File: config.mk
export PLATFORM = sky130hd
export DESIGN_NAME = length_prefixed_frame_splitter_unit
export DESIGN_NICKNAME = d
export VERILOG_FILES = /design/src/design/lpfs_pkg.sv /design/src/design/lpfs_csr.sv /design/src/design/lpfs_parser.sv /design/src/design/length_prefixed_frame_splitter_unit.sv
export VERILOG_INCLUDE_DIRS = /design/src /design/src/design
export SDC_FILE = /design/constraint.sdc
export NUM_CORES = 1
export LEC_CHECK = 0
export ABC_AREA = 0
export BUFFER_PORTS_ARGS = -buffer_cell sky130_fd_sc_hd__buf_2
export CAP_MARGIN = 20
export CORE_AREA = 4 4 147 149
export DETAILED_ROUTE_END_ITERATION = 12
export DIE_AREA = 0 0 151 153
export GPL_TIMING_DRIVEN = 0
export PLACE_DENSITY_LB_ADDON = 0.25
export SLEW_MARGIN = 20
export SYNTH_ARGS = -nofsm -noshare
export SYNTH_HDL_FRONTEND = slang
export SYNTH_HIERARCHICAL = 1
export SYNTH_SLANG_ARGS = --single-unit
File: constraint.sdc
create_clock -name clock -period 4.8 [get_ports clock]
set_clock_uncertainty 0.15 [all_clocks]
set_input_delay 0.72 -clock clock [delete_from_list [all_inputs] [get_ports clock]]
set_output_delay 0.72 -clock clock [all_outputs]
set_load 0.02 [all_outputs]
File: src/design/length_prefixed_frame_splitter_unit_macros.svh
// ---------------------------------------------------------------------------
// Frame splitter assertion macros
// Clocked, reset-gated assertion shorthands shared by the RTL.
// ---------------------------------------------------------------------------
`ifndef LENGTH_PREFIXED_FRAME_SPLITTER_UNIT_MACROS_SVH
`define LENGTH_PREFIXED_FRAME_SPLITTER_UNIT_MACROS_SVH

// Property checked on every rising edge of clock, off while reset is high.
`define LPFS_ASSERT(label, prop, msg) \
   label: assert property (@(posedge clock) disable iff (reset) (prop)) else $error(msg);

// Implication: when cond holds, prop must hold on the same edge.
`define LPFS_ASSERT_IMPL(label, cond, prop, msg) \
   `LPFS_ASSERT(label, (cond) |-> (prop), msg)

`endif

File: src/design/lpfs_pkg.sv
// ---------------------------------------------------------------------------
// lpfs_pkg
// Shared types and constants of the length-prefixed frame splitter.
// ---------------------------------------------------------------------------
`timescale 1ns / 1ps

package lpfs_pkg;

   localparam int BYTE_W      = 8;
   localparam int KIND_W      = 2;
   localparam int CMD_W       = 7;
   localparam int LEN_W       = 32;
   localparam int MAX_LEN_W   = 18;
   localparam int CSR_INDEX_W = 2;
   localparam int CSR_DATA_W  = 18;

   // Register indexes
   localparam logic [CSR_INDEX_W-1:0] REG_BIG_ENDIAN   = 2'd0;
   localparam logic [CSR_INDEX_W-1:0] REG_MAX_FRAME    = 2'd1;
   localparam logic [CSR_INDEX_W-1:0] REG_NUM_COMMANDS = 2'd2;

   // Register reset values
   localparam logic [MAX_LEN_W-1:0] MAX_FRAME_RESET    = 18'd131072;
   localparam logic [CMD_W-1:0]     NUM_COMMANDS_RESET = 7'd28;

   // Byte roles
   localparam logic [KIND_W-1:0] KIND_CMD  = 2'd0;
   localparam logic [KIND_W-1:0] KIND_LEN  = 2'd1;
   localparam logic [KIND_W-1:0] KIND_PAY  = 2'd2;
   localparam logic [KIND_W-1:0] KIND_DROP = 2'd3;

   typedef enum logic [1:0] {
      PH_CMD = 2'd0,
      PH_LEN = 2'd1,
      PH_PAY = 2'd2
   } phase_type;

   typedef struct packed {
      logic                 big_endian_length;
      logic [MAX_LEN_W-1:0] max_frame_len;
      logic [CMD_W-1:0]     num_commands;
   } cfg_type;

   typedef struct packed {
      logic [BYTE_W-1:0] byte_value;
      logic [KIND_W-1:0] byte_kind;
      logic [CMD_W-1:0]  command_index;
      logic              command_valid;
      logic              long_length;
      logic [LEN_W-1:0]  payload_length;
      logic              frame_last;
      logic              too_long;
      logic              halted;
   } rsp_type;

endpackage

File: src/design/lpfs_csr.sv
// ---------------------------------------------------------------------------
// lpfs_csr
// Configuration registers of the frame splitter; always ready.
// ---------------------------------------------------------------------------
`timescale 1ns / 1ps

module lpfs_csr (
   input  logic                              clock,
   input  logic                              reset,
   input  logic                              csr_valid,
   output logic                              csr_ready,
   input  logic [lpfs_pkg::CSR_INDEX_W-1:0]  csr_index,
   input  logic [lpfs_pkg::CSR_DATA_W-1:0]   csr_wdata,
   output lpfs_pkg::cfg_type                 cfg
);
   import lpfs_pkg::*;

   cfg_type cfg_ff;
   cfg_type cfg_in;

   assign csr_ready = 1'b1;
   assign cfg       = cfg_ff;

   always_comb begin
      cfg_in = cfg_ff;
      if (csr_valid) begin
         case (csr_index)
            REG_BIG_ENDIAN:   cfg_in.big_endian_length = csr_wdata[0];
            REG_MAX_FRAME:    cfg_in.max_frame_len     = csr_wdata[MAX_LEN_W-1:0];
            REG_NUM_COMMANDS: cfg_in.num_commands      = csr_wdata[CMD_W-1:0];
            default:          cfg_in = cfg_ff;
         endcase
      end
   end

   always_ff @(posedge clock) begin
      if (reset) begin
         cfg_ff.big_endian_length <= 1'b0;
         cfg_ff.max_frame_len     <= MAX_FRAME_RESET;
         cfg_ff.num_commands      <= NUM_COMMANDS_RESET;
      end else begin
         cfg_ff <= cfg_in;
      end
   end

endmodule

File: src/design/lpfs_parser.sv
// ---------------------------------------------------------------------------
// lpfs_parser
// Frame state and per-byte tagging; state advances when step is high.
// ---------------------------------------------------------------------------
`timescale 1ns / 1ps

module lpfs_parser (
   input  logic                         clock,
   input  logic                         reset,
   input  logic                         step,
   input  logic [lpfs_pkg::BYTE_W-1:0]  stream_byte,
   input  lpfs_pkg::cfg_type            cfg,
   output lpfs_pkg::rsp_type            rsp
);
   import lpfs_pkg::*;

   phase_type         phase_ff, phase_in;
   logic              wide_ff, wide_in;
   logic [1:0]        seen_ff, seen_in;
   logic [LEN_W-1:0]  accum_ff, accum_in;
   logic [LEN_W-1:0]  left_ff, left_in;
   logic [CMD_W-1:0]  cmd_ff, cmd_in;
   logic              cval_ff, cval_in;
   logic              stopped_ff, stopped_in;

   logic [LEN_W-1:0]  accum_new;
   logic [LEN_W:0]    total;
   logic [LEN_W-1:0]  left_dec;
   logic [CMD_W-1:0]  cmd_id;
   logic [CMD_W-1:0]  cmd_idx;
   logic              len_done;

   always_comb begin
      phase_in   = phase_ff;
      wide_in    = wide_ff;
      seen_in    = seen_ff;
      accum_in   = accum_ff;
      left_in    = left_ff;
      cmd_in     = cmd_ff;
      cval_in    = cval_ff;
      stopped_in = stopped_ff;

      accum_new = cfg.big_endian_length
                  ? {accum_ff[LEN_W-9:0], stream_byte}
                  : accum_ff | ({24'd0, stream_byte} << {seen_ff, 3'b000});
      total     = {1'b0, accum_new} + (wide_ff ? 33'd5 : 33'd3);
      left_dec  = left_ff - 32'd1;
      cmd_id    = stream_byte[CMD_W-1:0];
      cmd_idx   = cmd_id - 7'd1;
      len_done  = wide_ff ? (seen_ff == 2'd3) : (seen_ff != 2'd0);

      rsp = '0;
      rsp.byte_value = stream_byte;

      if (stopped_ff) begin
         rsp.byte_kind = KIND_DROP;
      end else begin
         case (phase_ff)
            PH_LEN: begin
               accum_in           = accum_new;
               seen_in            = seen_ff + 2'd1;
               rsp.byte_kind      = KIND_LEN;
               rsp.command_index  = cmd_ff;
               rsp.command_valid  = cval_ff;
               rsp.long_length    = wide_ff;
               rsp.payload_length = accum_new;
               if (len_done) begin
                  if (total >= {15'd0, cfg.max_frame_len}) begin
                     rsp.too_long = 1'b1;
                     stopped_in   = 1'b1;
                     phase_in     = PH_CMD;
                  end else if (accum_new == '0) begin
                     rsp.frame_last = 1'b1;
                     phase_in       = PH_CMD;
                  end else begin
                     left_in  = accum_new;
                     phase_in = PH_PAY;
                  end
               end
            end
            PH_PAY: begin
               left_in            = left_dec;
               rsp.byte_kind      = KIND_PAY;
               rsp.command_index  = cmd_ff;
               rsp.command_valid  = cval_ff;
               rsp.long_length    = wide_ff;
               rsp.payload_length = accum_ff;
               if (left_dec == '0) begin
                  rsp.frame_last = 1'b1;
                  phase_in       = PH_CMD;
               end
            end
            default: begin
               // command byte; unused phase code lands here too
               cmd_in            = cmd_idx;
               cval_in           = (cmd_id != '0) && (cmd_idx < cfg.num_commands);
               wide_in           = stream_byte[BYTE_W-1];
               seen_in           = 2'd0;
               accum_in          = '0;
               left_in           = '0;
               phase_in          = PH_LEN;
               rsp.byte_kind     = KIND_CMD;
               rsp.command_index = cmd_idx;
               rsp.command_valid = cval_in;
               rsp.long_length   = wide_in;
            end
         endcase
      end
      rsp.halted = stopped_in;
   end

   always_ff @(posedge clock) begin
      if (reset) begin
         phase_ff   <= PH_CMD;
         wide_ff    <= 1'b0;
         seen_ff    <= 2'd0;
         accum_ff   <= '0;
         left_ff    <= '0;
         cmd_ff     <= '0;
         cval_ff    <= 1'b0;
         stopped_ff <= 1'b0;
      end else if (step) begin
         phase_ff   <= phase_in;
         wide_ff    <= wide_in;
         seen_ff    <= seen_in;
         accum_ff   <= accum_in;
         left_ff    <= left_in;
         cmd_ff     <= cmd_in;
         cval_ff    <= cval_in;
         stopped_ff <= stopped_in;
      end
   end

endmodule

File: src/design/length_prefixed_frame_splitter_unit.sv
// ---------------------------------------------------------------------------
// length_prefixed_frame_splitter_unit
// Pipeline: an accepted request byte is registered in stage 1 and its tagged
// response in stage 2; a full stage 2 that is not being read stalls stage 1.
// Throughput: 1 request per cycle while rsp_ready holds, one parser step each.
// Reset: synchronous, active high; empties both stages, frame state back to
// expecting a command byte, registers to their defaults.
// ---------------------------------------------------------------------------
`timescale 1ns / 1ps
`include "length_prefixed_frame_splitter_unit_macros.svh"

module length_prefixed_frame_splitter_unit (
   input  logic                              clock,
   input  logic                              reset,
   // request channel: one stream byte per request
   input  logic                              req_valid,
   output logic                              req_ready,
   input  logic [lpfs_pkg::BYTE_W-1:0]       req_stream_byte,
   // response channel: one tagged byte per request
   output logic                              rsp_valid,
   input  logic                              rsp_ready,
   output logic [lpfs_pkg::BYTE_W-1:0]       rsp_byte_value,
   output logic [lpfs_pkg::KIND_W-1:0]       rsp_byte_kind,
   output logic [lpfs_pkg::CMD_W-1:0]        rsp_command_index,
   output logic                              rsp_command_valid,
   output logic                              rsp_long_length,
   output logic [lpfs_pkg::LEN_W-1:0]        rsp_payload_length,
   output logic                              rsp_frame_last,
   output logic                              rsp_too_long,
   output logic                              rsp_halted,
   // configuration write channel
   input  logic                              csr_valid,
   output logic                              csr_ready,
   input  logic [lpfs_pkg::CSR_INDEX_W-1:0]  csr_index,
   input  logic [lpfs_pkg::CSR_DATA_W-1:0]   csr_wdata
);
   import lpfs_pkg::*;

   // Stage 1: input register holding one request byte.
   logic              in_valid_ff, in_valid_in;
   logic [BYTE_W-1:0] in_byte_ff;

   // Stage 2: response register.
   logic              rsp_valid_ff, rsp_valid_in;
   rsp_type           rsp_ff;

   cfg_type           cfg;
   rsp_type           rsp_next;
   logic              advance;
   logic              req_take;

   // Stage 1 moves into stage 2 when the response slot is free or draining.
   // The parser state steps on exactly these cycles, one byte each.
   assign advance   = in_valid_ff && (!rsp_valid_ff || rsp_ready);
   assign req_ready = !in_valid_ff || advance;
   assign req_take  = req_valid && req_ready;

   lpfs_csr u_csr (
      .clock     (clock),
      .reset     (reset),
      .csr_valid (csr_valid),
      .csr_ready (csr_ready),
      .csr_index (csr_index),
      .csr_wdata (csr_wdata),
      .cfg       (cfg)
   );

   lpfs_parser u_parser (
      .clock       (clock),
      .reset       (reset),
      .step        (advance),
      .stream_byte (in_byte_ff),
      .cfg         (cfg),
      .rsp         (rsp_next)
   );

   always_comb begin
      if (req_take) begin
         in_valid_in = 1'b1;
      end else if (advance) begin
         in_valid_in = 1'b0;
      end else begin
         in_valid_in = in_valid_ff;
      end

      if (advance) begin
         rsp_valid_in = 1'b1;
      end else if (rsp_ready) begin
         rsp_valid_in = 1'b0;
      end else begin
         rsp_valid_in = rsp_valid_ff;
      end
   end

   // control state
   always_ff @(posedge clock) begin
      if (reset) begin
         in_valid_ff  <= 1'b0;
         rsp_valid_ff <= 1'b0;
      end else begin
         in_valid_ff  <= in_valid_in;
         rsp_valid_ff <= rsp_valid_in;
      end
   end

   // payload registers, no reset
   always_ff @(posedge clock) begin
      if (req_take) begin
         in_byte_ff <= req_stream_byte;
      end
      if (advance) begin
         rsp_ff <= rsp_next;
      end
   end

   assign rsp_valid          = rsp_valid_ff;
   assign rsp_byte_value     = rsp_ff.byte_value;
   assign rsp_byte_kind      = rsp_ff.byte_kind;
   assign rsp_command_index  = rsp_ff.command_index;
   assign rsp_command_valid  = rsp_ff.command_valid;
   assign rsp_long_length    = rsp_ff.long_length;
   assign rsp_payload_length = rsp_ff.payload_length;
   assign rsp_frame_last     = rsp_ff.frame_last;
   assign rsp_too_long       = rsp_ff.too_long;
   assign rsp_halted         = rsp_ff.halted;

   // oversize detection always halts the stream on the same byte
   `LPFS_ASSERT_IMPL(a_too_long_halts, rsp_valid && rsp_too_long,
      rsp_halted && rsp_byte_kind == KIND_LEN && !rsp_frame_last,
      "too_long without halt on a length byte")
   // dropped bytes carry no frame tagging
   `LPFS_ASSERT_IMPL(a_drop_clean, rsp_valid && rsp_byte_kind == KIND_DROP,
      rsp_halted && !rsp_frame_last && !rsp_too_long && rsp_payload_length == '0,
      "dropped byte with frame fields set")
   // a halted response is never followed by a live one
   `LPFS_ASSERT_IMPL(a_halt_sticky, advance && rsp_valid_ff && rsp_halted,
      ##1 rsp_halted, "stream resumed after halt")

endmodule
==> summary.md, run 1 <==
The net switching fraction of the power is 0.282. The worst setup path is launched from a flip-flop. The most used flip-flop cell after synthesis was sky130_fd_sc_hd__dfxtp_1. For the data arrival at the endpoint of the critical path, the log shows 5150 ps. Dividing the detail-routed via count by the number of cells gives 5.84. The run gives 11600 µm² as the summed area of non-filler cells in the final layout. Global routing finished with a remaining overflow of 0. In the routed design, unresolved DRC markers number 0. Max-cap violations in this run came to 0. In this run the static leakage power is 0.00441 µW. The net switching power is 963 µW, and the starting density of the core is 0.485. At the pin with the least slew margin, the transition time is 867 ps.

Summed over all failing endpoints, the final setup total negative slack is -2480 ps. The tools report the worst setup slack after layout as -147 ps. Setup violations remaining at the end of the flow were counted as 30. The count of flip-flops with a built-in enable after synthesis was 62.

By startpoint and endpoint, the worst setup path is classified as reg2reg. Maximum number of pins on one net before global-route repair: 57. After synthesis, the cell types taking the most area are sky130_fd_sc_hd__dfxtp_1 (22%), sky130_fd_sc_hd__edfxtp_1 (19%), sky130_fd_sc_hd__a21oi_1 (6.2%).

The largest buffer count on any clock path is 2, and the die width is 151 µm. The iteration-0 DRC count of the detailed router is 1003. The post-route antenna net violation count was 0.

The class of the worst hold path is in2reg. Across all layers, the routed design uses 9179 vias. The number of detailed-routing iterations run before antenna repair was 6.

The number of buffers inserted by port buffering was 88. The part of the power in registers was 0.452; the post-route minimum period was 4950 ps. In this run the number of H-tree levels came out at 4.

The synthesized netlist contains 78 unique library cells. The library cells used most frequently in the layout, excluding fill and tap cells, are sky130_fd_sc_hd__nor2_1 (156), sky130_fd_sc_hd__nand2_1 (116), sky130_fd_sc_hd__a21oi_1 (115), sky130_fd_sc_hd__dfxtp_1 (103), sky130_fd_sc_hd__buf_2 (93). The run finished, with violations left. Clock-pin slew was measured on the worst setup and hold paths at 70 ps. The worst-case setup slack after placement was -916 ps; the power after layout was 3420 µW. The run gives 22.1 mm as the half-perimeter wire length after detailed placement. The relative slew slack is 0.416.

The async set-reset flop share out of synthesis is 0. Number of rows in the core area: 52. The worst setup path is captured at a flip-flop.

Pin placement for this block handled 90 I/O pins. The logs give 1358 for the layout net count and 0.982 for the routability congestion estimate. The number of clock buffers added by TritonCTS is 17.

In the synthesized netlist, the number of instances is 1159. The first global-routing pass estimated 47.2 mm of wire. The final-layout fill cell count is 1905.

The area added between synthesis and finish is 18.5%, and the cell area after synthesis is 9790 µm². The master cell of the clock root buffer was sky130_fd_sc_hd__clkbuf_16. The hold violation total from the final report was 0. The largest area contributor in the synthesized netlist is sky130_fd_sc_hd__dfxtp_1. The final period utilization was 1.03; the overall routing resource usage was 0.261.

Number of antenna violations at the first check in global routing: 0. The via count of the first global-routing pass is 8383. The internal portion of the total power is 2450 µW. For the synthesis warning total, the log shows 6. For the post-place instance area, the log shows 10600 µm². The checks that failed: setup timing.

The core outline area was 20200 µm². Setup repair after global routing could not meet its margin everywhere. For the final number of max-transition violations, the log shows 0. The logs give 0.394 for the clock share of power and 168 for the clock net sink count. 0 antenna diodes ended up in the layout. The fraction of synthesized cell area taken by the top area cell type is 0.217. The synthesized design contains 168 register bits. The routed wire length per instance is 19.4 µm, and the final wirelength is 30.5 mm. Dividing total power by cell area gives a power density of 295 nW/µm². Along the worst path, the maximum fanout reaches 5.

After synthesis, the mean cell area works out to 8.45 µm². The share of final-layout standard cells stronger than drive strength 1 works out to 0.177. The library cell used most frequently in the layout, excluding fill and tap cells, is sky130_fd_sc_hd__nor2_1. The combinational share of power is 0.154. In this run, post-CTS hold repair placed 0 buffers.

The die covers 23100 µm². For the achievable clock frequency, the log shows 202 MHz. STA puts the critical path data required time at 5010 ps. Height of the chip: 153 µm.

TritonCTS built the clock tree. The logs give 1227 for the number of nets produced by synthesis and 308 ps for the tightest hold margin. Register area share after synthesis: 0.407. The maximum ir drop on the vdd rail is 0.000239 V. The clock insertion delay at the later pin of the skew report was 430 ps.
final timing paths:
path / startpoint / to / slack [ps] / depth (start not counted)
worst min-delay path: req_stream_byte[3] / in_byte_ff[3] / 310 / 1
worst max-delay path: u_csr/cfg[25] / u_parser/left_ff[10] / -150 / 20
worst min register to register: u_csr/cfg[9] / u_csr/cfg[9] / 320 / 2
worst max register to register: u_csr/cfg[25] / u_parser/left_ff[10] / -150 / 20
power by group through the flow:
stage                     combinational, µW  sequential (µW)  clock, µW
final                                   527             1540       1350
after global routing                    569             1550       1430
after CTS                               480             1540       1360
after detailed placement                455             1570          0
after global placement                  450             1570          0
after floorplan                         290             1590          0
layout make-up:
| cell class | count | area [µm²] | area share |
|---|---|---|---|
| clock buffer | 20 | 447 | 0.0385 |
| clock inverter | 12 | 119 | 0.0102 |
| buffer | 77 | 435 | 0.0375 |
| tap | 270 | 338 | 0.0291 |
| timing repair buffer | 115 | 651 | 0.0561 |
| multi-input combinational | 841 | 5350 | 0.461 |
| sequential | 168 | 4000 | 0.344 |
| inverter | 70 | 268 | 0.0231 |
kinds of logic after synthesis:
logic type | count (synthesis) | share of synthesized area
fa+ha+maj | 35 | 0.0455
buf+inv | 150 | 0.0674
compound gates | 265 | 0.172
xor+xnor | 39 | 0.0349
flops | 168 | 0.407
simple gates | 456 | 0.227
mux | 45 | 0.0461
other cells | 1 | 0.000383
sequential cells by signal, summed over array words and instances (netlist names), 2 cells and up:
| name | cells |
|---|---|
| u_parser/cmd_ff | 7 |
| u_parser/seen_ff | 2 |
| rsp_command_index | 7 |
| rsp_payload_length | 32 |
| u_parser/left_ff | 32 |
| rsp_byte_kind | 2 |
| u_parser/accum_ff | 32 |
| in_byte_ff | 8 |
| u_csr/cfg | 26 |
| rsp_byte_value | 8 |
| u_parser/phase_ff | 2 |
layer usage:
layer  vias up  GRT usage  share of wire
met5         -          0              0
met2       498      0.383           0.43
met1      4298      0.379           0.44
met3        71     0.0418          0.095
met4         0      0.113          0.039
li1       4312          -              -
synth_stat cells, drive strengths merged (4+ instances only):
| cell | instances |
|---|---|
| o21a | 5 |
| o31a | 4 |
| a22oi | 17 |
| or2 | 9 |
| o31ai | 4 |
| a2bb2oi | 9 |
| nor4 | 12 |
| nand3b | 13 |
| and4 | 5 |
| nor2b | 7 |
| inv | 70 |
| a21oi | 122 |
| nand3 | 19 |
| xnor2 | 20 |
| nand2b | 56 |
| a311oi | 8 |
| mux2i | 44 |
| and2 | 7 |
| xor2 | 19 |
| and3 | 4 |
| a211o | 9 |
| a21boi | 5 |
| o21ai | 29 |
| clkbuf | 53 |
| nor2 | 159 |
| ha | 34 |
| nand2 | 116 |
| buf | 27 |
| a32oi | 7 |
| nor3 | 15 |
| edfxtp | 62 |
| a31oi | 12 |
| dfxtp | 106 |
| nand4 | 15 |
| nor3b | 6 |
| o22ai | 13 |
stage by stage:
step,util,cells
3_5_place_dp,0.524,1517
2_1_floorplan,-,1159
3_3_place_gp,0.524,1517
5_1_grt,0.575,1573
6_report,0.575,1573
4_1_cts,0.560,1555
worst max-delay path, stage by stage (launching register included):
cell	delay, ps
sky130_fd_sc_hd__dfxtp_4	390
sky130_fd_sc_hd__inv_6	40
sky130_fd_sc_hd__clkbuf_8	130
sky130_fd_sc_hd__a22oi_2	240
sky130_fd_sc_hd__inv_2	80
sky130_fd_sc_hd__ha_4	290
sky130_fd_sc_hd__nor2b_4	150
sky130_fd_sc_hd__o22ai_2	80
sky130_fd_sc_hd__or4_4	600
sky130_fd_sc_hd__nor2_4	110
sky130_fd_sc_hd__nand4_1	120
sky130_fd_sc_hd__xnor2_1	190
sky130_fd_sc_hd__ha_1	360
sky130_fd_sc_hd__a2111oi_2	360
sky130_fd_sc_hd__a21oi_1	130
sky130_fd_sc_hd__o21ai_2	220
sky130_fd_sc_hd__nor4b_4	330
sky130_fd_sc_hd__a31oi_4	180
sky130_fd_sc_hd__buf_6	210
sky130_fd_sc_hd__or3b_1	370
sky130_fd_sc_hd__a21oi_1	120
timing repair:
item                       4_1_cts  5_1_grt
pin swaps                        5       35
setup endpoints to repair       37       37
gates cloned                     1        0
gates resized for setup         34       42
setup buffers                    6       20
Note: power is estimated with default switching activity, not from simulation.
==> run 2: changes to the inputs <==
--- a/config.mk
+++ b/config.mk
@@ -13,7 +13,7 @@
 export DETAILED_ROUTE_END_ITERATION = 12
 export DIE_AREA = 0 0 151 153
 export GPL_TIMING_DRIVEN = 0
-export PLACE_DENSITY_LB_ADDON = 0.25
+export PLACE_DENSITY = 0.69
 export SLEW_MARGIN = 20
 export SYNTH_ARGS = -nofsm -noshare
 export SYNTH_HDL_FRONTEND = slang
==> summary.md, run 2 (synthesis gave the netlist of run 1 again) <==
Family with the most delay on the worst path: simple AND/OR/NAND/NOR gates. The worst setup slack after layout was -136 ps (+10.4 ps). Setup repair after global routing could not meet its margin everywhere.

The design internal power is 2460 µW (+0.13%). The share of final-layout standard cells stronger than drive strength 1 is 0.182 (+0.00440), and the aggregate global routing overflow is 0 (unchanged). The critical path in this run is classified as reg2reg. The run gives 0 (unchanged) as the max-capacitance violation count. For the hold violation total from the final report, the log shows 0 (unchanged). The cell sitting at the root of the clock tree is a sky130_fd_sc_hd__clkbuf_16.

The run finished, with violations left. Number of H-tree levels: 4 (unchanged). The logs give 0 (unchanged) for the final number of max-transition violations and 1893 (-0.63%) for the final-layout fill cell count. The clock transition at the registers of the reported paths is 70 ps (about the same), and the post-detailed-route DRC marker count is 0 (unchanged). The layout net count is 1354 (-0.29%).

The class of the worst hold path was in2reg. The tools report the data arrival at the endpoint of the critical path as 5140 ps (about the same). The tools report the maximum ir drop on the vdd rail as 0.000254 V (+6.3%). The required time at the worst-slack endpoint is 5010 ps (about the same), and the post-route minimum period is 4940 ps (-10.4 ps). The total via count after detailed routing was 9162 (-0.19%). The final wirelength is 30.8 mm (+0.93%), and the number of detailed-routing iterations run before antenna repair is 6 (unchanged).

The first-pass GRT wire length was 47.9 mm (+1.4%); the die width was 151 µm (unchanged). For the post-place instance area, the log shows 10600 µm² (unchanged). The most frequent standard cell in the layout excluding fill and tap cells was sky130_fd_sc_hd__nor2_1.

Net switching fraction of the power: 0.291 (+0.00957). The worst setup path is launched from a flip-flop. The power density over cell area came out at 298 nW/µm² (+1.2%). The number of rows in the core area was 52 (unchanged). TritonCTS built the clock tree. The logs give 90 (unchanged) for the number of placed I/O pins and 0.286 (-0.130) for the relative slew slack. For the clock share of power, the log shows 0.400 (+0.006). The tools report the type of element capturing the critical path as a flip-flop. The post-route antenna net violation count was 0 (unchanged). By instance count, the cell type seen most on the critical path is sky130_fd_sc_hd__a21oi_2.

In the layout the commonest cells are sky130_fd_sc_hd__nor2_1 (157), sky130_fd_sc_hd__nand2_1 (116), sky130_fd_sc_hd__a21oi_1 (108), sky130_fd_sc_hd__dfxtp_1 (103), sky130_fd_sc_hd__buf_2 (94). The overall routing resource usage was 0.265 (+0.00376). For the leakage power summed over all cells, the log shows 0.00441 µW (-0.13%). The achievable clock frequency is 203 MHz (+0.21%), and the per-cell via count in the routed design is 5.84 (about the same).

The clock net sink count came out at 168 (unchanged). The final count of negative-setup-slack endpoints is 32 (+6.7%), and the final antenna diode count is 0 (unchanged). The logs give 0.445 (-0.007) for the part of the power in registers and 8649 (+3.2%) for the via count of the first global-routing pass. The transition at the pin with the smallest max-transition slack is 1060 ps (+195 ps). The number of buffers inserted by port buffering was 88 (unchanged). The final reports fail on setup timing. The tools report the die outline area as 23100 µm² (unchanged). The reg2reg setup slack was -140 ps (about the same). The logs give 2 (unchanged) for the largest buffer count on any clock path and 3470 µW (+1.5%) for the power after layout. The run gives 0 (unchanged) as the number of antenna violations at the first check in global routing.

The tools report the starting density of the core as 0.485 (unchanged). The routability congestion estimate is 0.976 (-0.64%). The core outline area is 20200 µm² (unchanged), and the delay of the slowest cell on the worst path is 580 ps (-20 ps). The tools report the iteration-0 DRC count of the detailed router as 1095 (+9.2%).

Biggest fanout along the worst timing path: 8 (+3). The routed wire length per instance was 19.6 µm (+1.2%); the summed area of non-filler cells in the final layout was 11600 µm² (+0.26%). The tools report the maximum number of pins on one net before global-route repair as 57 (unchanged). The number of buffers inserted during clock tree synthesis was 17 (unchanged). Clock insertion delay at the later pin of the skew report: 440 ps (about the same). The slowest stage of the critical path belongs to the cell sky130_fd_sc_hd__or4_4. For the net switching power, the log shows 1010 µW (+4.9%). The combinational share of power is 0.155 (about the same). The area growth from synthesis to layout is 18.8%.

Walking the worst path, the cells encountered are a22oi_2, inv_2, ha_4, nor2b_4, o22ai_2, or4_4, nor2_4, nand4_1, xnor2_1, ha_1, a2111oi_4, a21oi_2, o21ai_2, nor4b_4, a31oi_4, buf_6, or3b_4, a21oi_2. The combined buffer and inverter count along the critical path was 2 (-2); the number of hold buffers added after cts was 0 (unchanged). Final period utilization: 1.03 (-0.00217). The height of the chip was 153 µm (unchanged); the half-perimeter wire length after detailed placement was 22.3 mm (+0.85%).
[run 2: layer usage]
metal | track usage | share of wire
met1 | 0.375 | 0.43
met2 | 0.385 | 0.43
met3 | 0.0572 | 0.095
met4 | 0.124 | 0.047
met5 | 0 | 0
[run 2: power groups by stage]
| stage | combinational, µW | clock (µW) | sequential [µW] |
|---|---|---|---|
| after floorplan | 290 | 0 | 1590 |
| after global placement | 451 | 0 | 1570 |
| after detailed placement | 458 | 0 | 1570 |
| after CTS | 483 | 1410 | 1540 |
| after global routing | 577 | 1480 | 1550 |
| final | 536 | 1390 | 1540 |
[run 2: worst paths after layout]
check	start	end	cells after the start
worst max-delay path	in_byte_ff[2]	u_parser/left_ff[10]	18
worst min-delay path	req_stream_byte[3]	in_byte_ff[3]	1
worst max register to register	in_byte_ff[2]	u_parser/left_ff[10]	18
worst min register to register	u_csr/cfg[21]	u_csr/cfg[21]	2
[run 2: worst reg2reg max path: cells and delay by family (launching register included)]
| family | cells | cell delay, ps |
|---|---|---|
| simple gates | 6 | 1650 |
| compound gates | 7 | 1370 |
| fa+ha+maj | 2 | 640 |
| flops | 1 | 550 |
| buf+inv | 2 | 300 |
| xor+xnor | 1 | 200 |
[run 2: layout make-up]
| cell class | count | area [µm²] | share of cell area |
|---|---|---|---|
| repair buffers | 111 | 622 | 0.0535 |
| plain buffers | 77 | 437 | 0.0376 |
| clock inverters | 15 | 164 | 0.0141 |
| multi-input cells | 841 | 5380 | 0.463 |
| well taps | 270 | 338 | 0.0291 |
| flip-flops and latches | 168 | 4000 | 0.344 |
| inverters | 70 | 265 | 0.0228 |
| clock buffers | 17 | 425 | 0.0366 |
[run 2: per-stage QoR]
stage,setup TNS [ps],cells,hold slack [ps],utilization,worst slack (ps)
6_report,-2490,1569,307,0.576,-136
4_1_cts,0,1554,294,0.561,3.92
2_1_floorplan,0,1159,295,-,180
5_1_grt,-8840,1569,296,0.576,-315
3_3_place_gp,-28950,1517,309,0.524,-918
3_5_place_dp,-31970,1517,316,0.524,-987
[run 2: timing repair]
action,4_1_cts,5_1_grt
setup endpoints to repair,37,36
pin swaps,6,29
gates cloned,1,0
gates resized for setup,34,49
buffers inserted,5,17
==> run 3: changes to the inputs <==
--- a/config.mk
+++ b/config.mk
@@ -7,13 +7,14 @@
 export NUM_CORES = 1
 export LEC_CHECK = 0
 export ABC_AREA = 0
+export ABC_CLOCK_PERIOD_IN_PS = 4800
 export BUFFER_PORTS_ARGS = -buffer_cell sky130_fd_sc_hd__buf_2
 export CAP_MARGIN = 20
-export CORE_AREA = 4 4 147 149
+export CORE_AREA = 4 4 160 162
 export DETAILED_ROUTE_END_ITERATION = 12
-export DIE_AREA = 0 0 151 153
+export DIE_AREA = 0 0 164 166
 export GPL_TIMING_DRIVEN = 0
-export PLACE_DENSITY = 0.69
+export PLACE_DENSITY = 0.6
 export SLEW_MARGIN = 20
 export SYNTH_ARGS = -nofsm -noshare
 export SYNTH_HDL_FRONTEND = slang
==> summary.md, run 3 (synthesis gave the netlist of run 1 again) <==
The run finished, with violations left. The final reports fail on setup timing. The library cells used most frequently in the layout, excluding fill and tap cells, are sky130_fd_sc_hd__nor2_1 (156), sky130_fd_sc_hd__nand2_1 (116), sky130_fd_sc_hd__a21oi_1 (112), sky130_fd_sc_hd__dfxtp_1 (103), sky130_fd_sc_hd__buf_2 (93).

Number of detailed-routing iterations run before antenna repair: 5 (-1). The tools report the first-pass GRT wire length as 48.5 mm (+1.3%). The tools report the total via count after detailed routing as 9053 (-1.2%).

The final number of max-transition violations is 0 (unchanged). The tools report the max-capacitance violation count as 0 (unchanged). The run gives 90 (unchanged) as the number of placed I/O pins. The number of buffers inserted by port buffering works out to 88 (unchanged). The number of buffers inserted during clock tree synthesis is 17 (unchanged).

The tightest hold margin came out at 304 ps (-2.49 ps). The tools report the maximum number of pins on one net before global-route repair as 57 (unchanged). The largest buffer count on any clock path is 2 (unchanged), and the clock share of power is 0.389 (-0.011).

For the number of hold buffers added after cts, the log shows 0 (unchanged). Setup repair after global routing could not meet its margin everywhere. The logs give 4 (unchanged) for the number of H-tree levels and 23.1 mm (+3.7%) for the half-perimeter wire length after detailed placement. For the relative slew slack, the log shows 0.315 (+0.0291).

The combined buffer and inverter count along the critical path was 5 (+3); the transition at the pin with the smallest max-transition slack was 1020 ps (-45.4 ps). The final period utilization works out to 1.02 (-0.00531). The type of element capturing the critical path is a flip-flop. For the layout net count, the log shows 1362 (+0.59%). The routed wire length per instance came out at 19.4 µm (-1.3%). For the sum of negative setup slack, the log shows -1600 ps (+894 ps). The cell depth of the worst min-delay path is 1 (unchanged).

The number of antenna violations at the first check in global routing came out at 0 (unchanged). The tools report the final count of negative-setup-slack endpoints as 28 (-13%). Relative to the synthesized area, the layout overhead comes to 20.1%. The number of cells on the worst reg-to-reg path works out to 21 (+3). The logs give 1000 µW (-0.75%) for the net switching power and 1571 (+3.6%) for the placed instance count. The clock insertion delay at the later pin of the skew report came out at 440 ps (about the same). For the design internal power, the log shows 2400 µW (-2.1%).

The biggest fanout along the worst timing path is 5 (-3). The tools report the master cell of the clock root buffer as sky130_fd_sc_hd__clkbuf_16. The core outline area is 24100 µm² (+20%). The run gives 57 (+9.6%) as the number of rows in the core area. Walking the worst path, the cells encountered are inv_6, buf_12, a22oi_2, inv_2, ha_4, nor2b_4, o22ai_2, or4_4, nor2_4, nand4_1, xnor2_2, ha_1, a2111oi_2, a21oi_1, o21ai_2, nor4b_4, buf_4, a31oi_4, buf_6, or3b_4, a21oi_2. Final antenna diode count: 0 (unchanged). The slowest stage of the critical path belongs to the cell sky130_fd_sc_hd__or4_4.

The routability congestion estimate was 0.938 (-3.9%); the die outline area was 27200 µm² (+18%). The clock net sink count is 168 (unchanged). The maximum ir drop on the vdd rail is 0.000198 V (-22%). Category of the most critical setup path: reg2reg. The achievable clock frequency came out at 204 MHz (+0.52%). The worst setup path is launched from a flip-flop. TritonCTS built the clock tree. Final wirelength: 31.6 mm (+2.6%). The tools report the number of standard cells in the final layout excluding fillers as 1631 (+4.0%).

The post-detailed-route DRC marker count came out at 0 (unchanged). The overall routing resource usage was 0.228 (-0.0367); the clock transition at the registers of the reported paths was 70 ps (about the same). The run gives 0.158 (+0.003) as the combinational share of power. In this run the worst hold path is classified as in2reg. The family with the most delay on the worst path is simple AND/OR/NAND/NOR gates.

The data arrival at the endpoint of the critical path was 5130 ps (about the same); the delay of the slowest cell on the worst path was 580 ps (about the same). The per-cell via count in the routed design was 5.55 (-4.9%); the part of the power in registers was 0.453 (+0.008). Most frequent standard cell in the layout excluding fill and tap cells: sky130_fd_sc_hd__nor2_1. For the via count of the first global-routing pass, the log shows 8427 (-2.6%). The total stage count of the critical path came out at 21 (+3). The required time at the worst-slack endpoint is 5020 ps (about the same), and the height of the chip is 166 µm (+8.5%). The leakage power summed over all cells was 0.00444 µW (+0.76%); the iteration-0 DRC count of the detailed router was 918 (-16%). The net switching fraction of the power was 0.294 (+0.00294); the share of final-layout standard cells stronger than drive strength 1 was 0.189 (+0.00730). The post-route antenna net violation count is 0 (unchanged), and the aggregate global routing overflow is 0 (unchanged). The hold violation total from the final report is 0 (unchanged), and the die width is 164 µm (+8.6%). The worst-case setup slack after placement was -1000 ps (-13.5 ps). The worst setup slack after layout is -111 ps (+25.5 ps), and the post-route minimum period is 4910 ps (-25.5 ps).

The starting density of the core came out at 0.406 (-0.0792). The power density over cell area is 290 nW/µm² (-2.8%).
[run 3: changes by cell type in the layout (fill, tap and decap cells not counted), sizes merged]
| cell | before | now |
|---|---|---|
| bufinv | 1 | 0 |
| clkinv | 4 | 3 |
| clkbuf | 64 | 67 |
| clkinvlp | 3 | 5 |
| buf | 141 | 146 |
[run 3: repair_timing]
action	4_1_cts	5_1_grt
endpoints found under the hold margin	0	0
buffers inserted	9	19
gates cloned	1	1
resized for setup	33	50
endpoints found under the setup margin	37	37
pin swaps	5	28
[run 3: final timing paths]
path / startpoint / to / slack (ps)
worst min register to register: u_csr/cfg[21] / u_csr/cfg[21] / 330
worst min-delay path: req_stream_byte[0] / in_byte_ff[0] / 300
worst max register to register: u_csr/cfg[25] / u_parser/left_ff[10] / -110
worst max-delay path: u_csr/cfg[25] / u_parser/left_ff[10] / -110
[run 3: worst reg2reg max path, stage by stage, from the launching register on]
cell                        delay, ps
sky130_fd_sc_hd__dfxtp_4          380
sky130_fd_sc_hd__inv_6             40
sky130_fd_sc_hd__buf_12           120
sky130_fd_sc_hd__a22oi_2          250
sky130_fd_sc_hd__inv_2             80
sky130_fd_sc_hd__ha_4             280
sky130_fd_sc_hd__nor2b_4          150
sky130_fd_sc_hd__o22ai_2           70
sky130_fd_sc_hd__or4_4            580
sky130_fd_sc_hd__nor2_4           110
sky130_fd_sc_hd__nand4_1          150
sky130_fd_sc_hd__xnor2_2          200
sky130_fd_sc_hd__ha_1             350
sky130_fd_sc_hd__a2111oi_2        350
sky130_fd_sc_hd__a21oi_1          120
sky130_fd_sc_hd__o21ai_2          180
sky130_fd_sc_hd__nor4b_4          240
sky130_fd_sc_hd__buf_4            190
sky130_fd_sc_hd__a31oi_4          140
sky130_fd_sc_hd__buf_6            210
sky130_fd_sc_hd__or3b_4           370
sky130_fd_sc_hd__a21oi_2          120
[run 3: per-stage QoR]
step,instance area (µm²),total power [µW],utilization
6_report,11800,3410,0.488
5_1_grt,11800,3550,0.488
2_1_floorplan,9790,1880,-
3_3_place_gp,10600,2030,0.441
3_5_place_dp,10600,2040,0.441
4_1_cts,11400,3380,0.473
[run 3: final cells by class]
cell class              count  area (µm²)
fillers                  2377       12300
multi-input cells         841        5400
flip-flops and latches    168        4000
repair buffers            118         681
plain buffers              78         448
clock buffers              17         425
well taps                 324         405
inverters                  70         268
clock inverters            15         138
[run 3: layer usage]
| layer | vias to the layer above | GRT usage | wire length, µm |
|---|---|---|---|
| li1 | 4324 | - | - |
| met1 | 4261 | 0.323 | 14100 |
| met2 | 394 | 0.343 | 13800 |
| met3 | 72 | 0.0504 | 2460 |
| met4 | 2 | 0.0817 | 1120 |
| met5 | - | 0 | 46 |
[run 3: power by group through the flow]
stage                     clock (µW)  sequential, µW  combinational [µW]
after floorplan                    0            1590                 290
after global placement             0            1570                 458
after detailed placement           0            1580                 460
after CTS                       1350            1540                 492
after global routing            1420            1550                 583
final                           1330            1540                 539
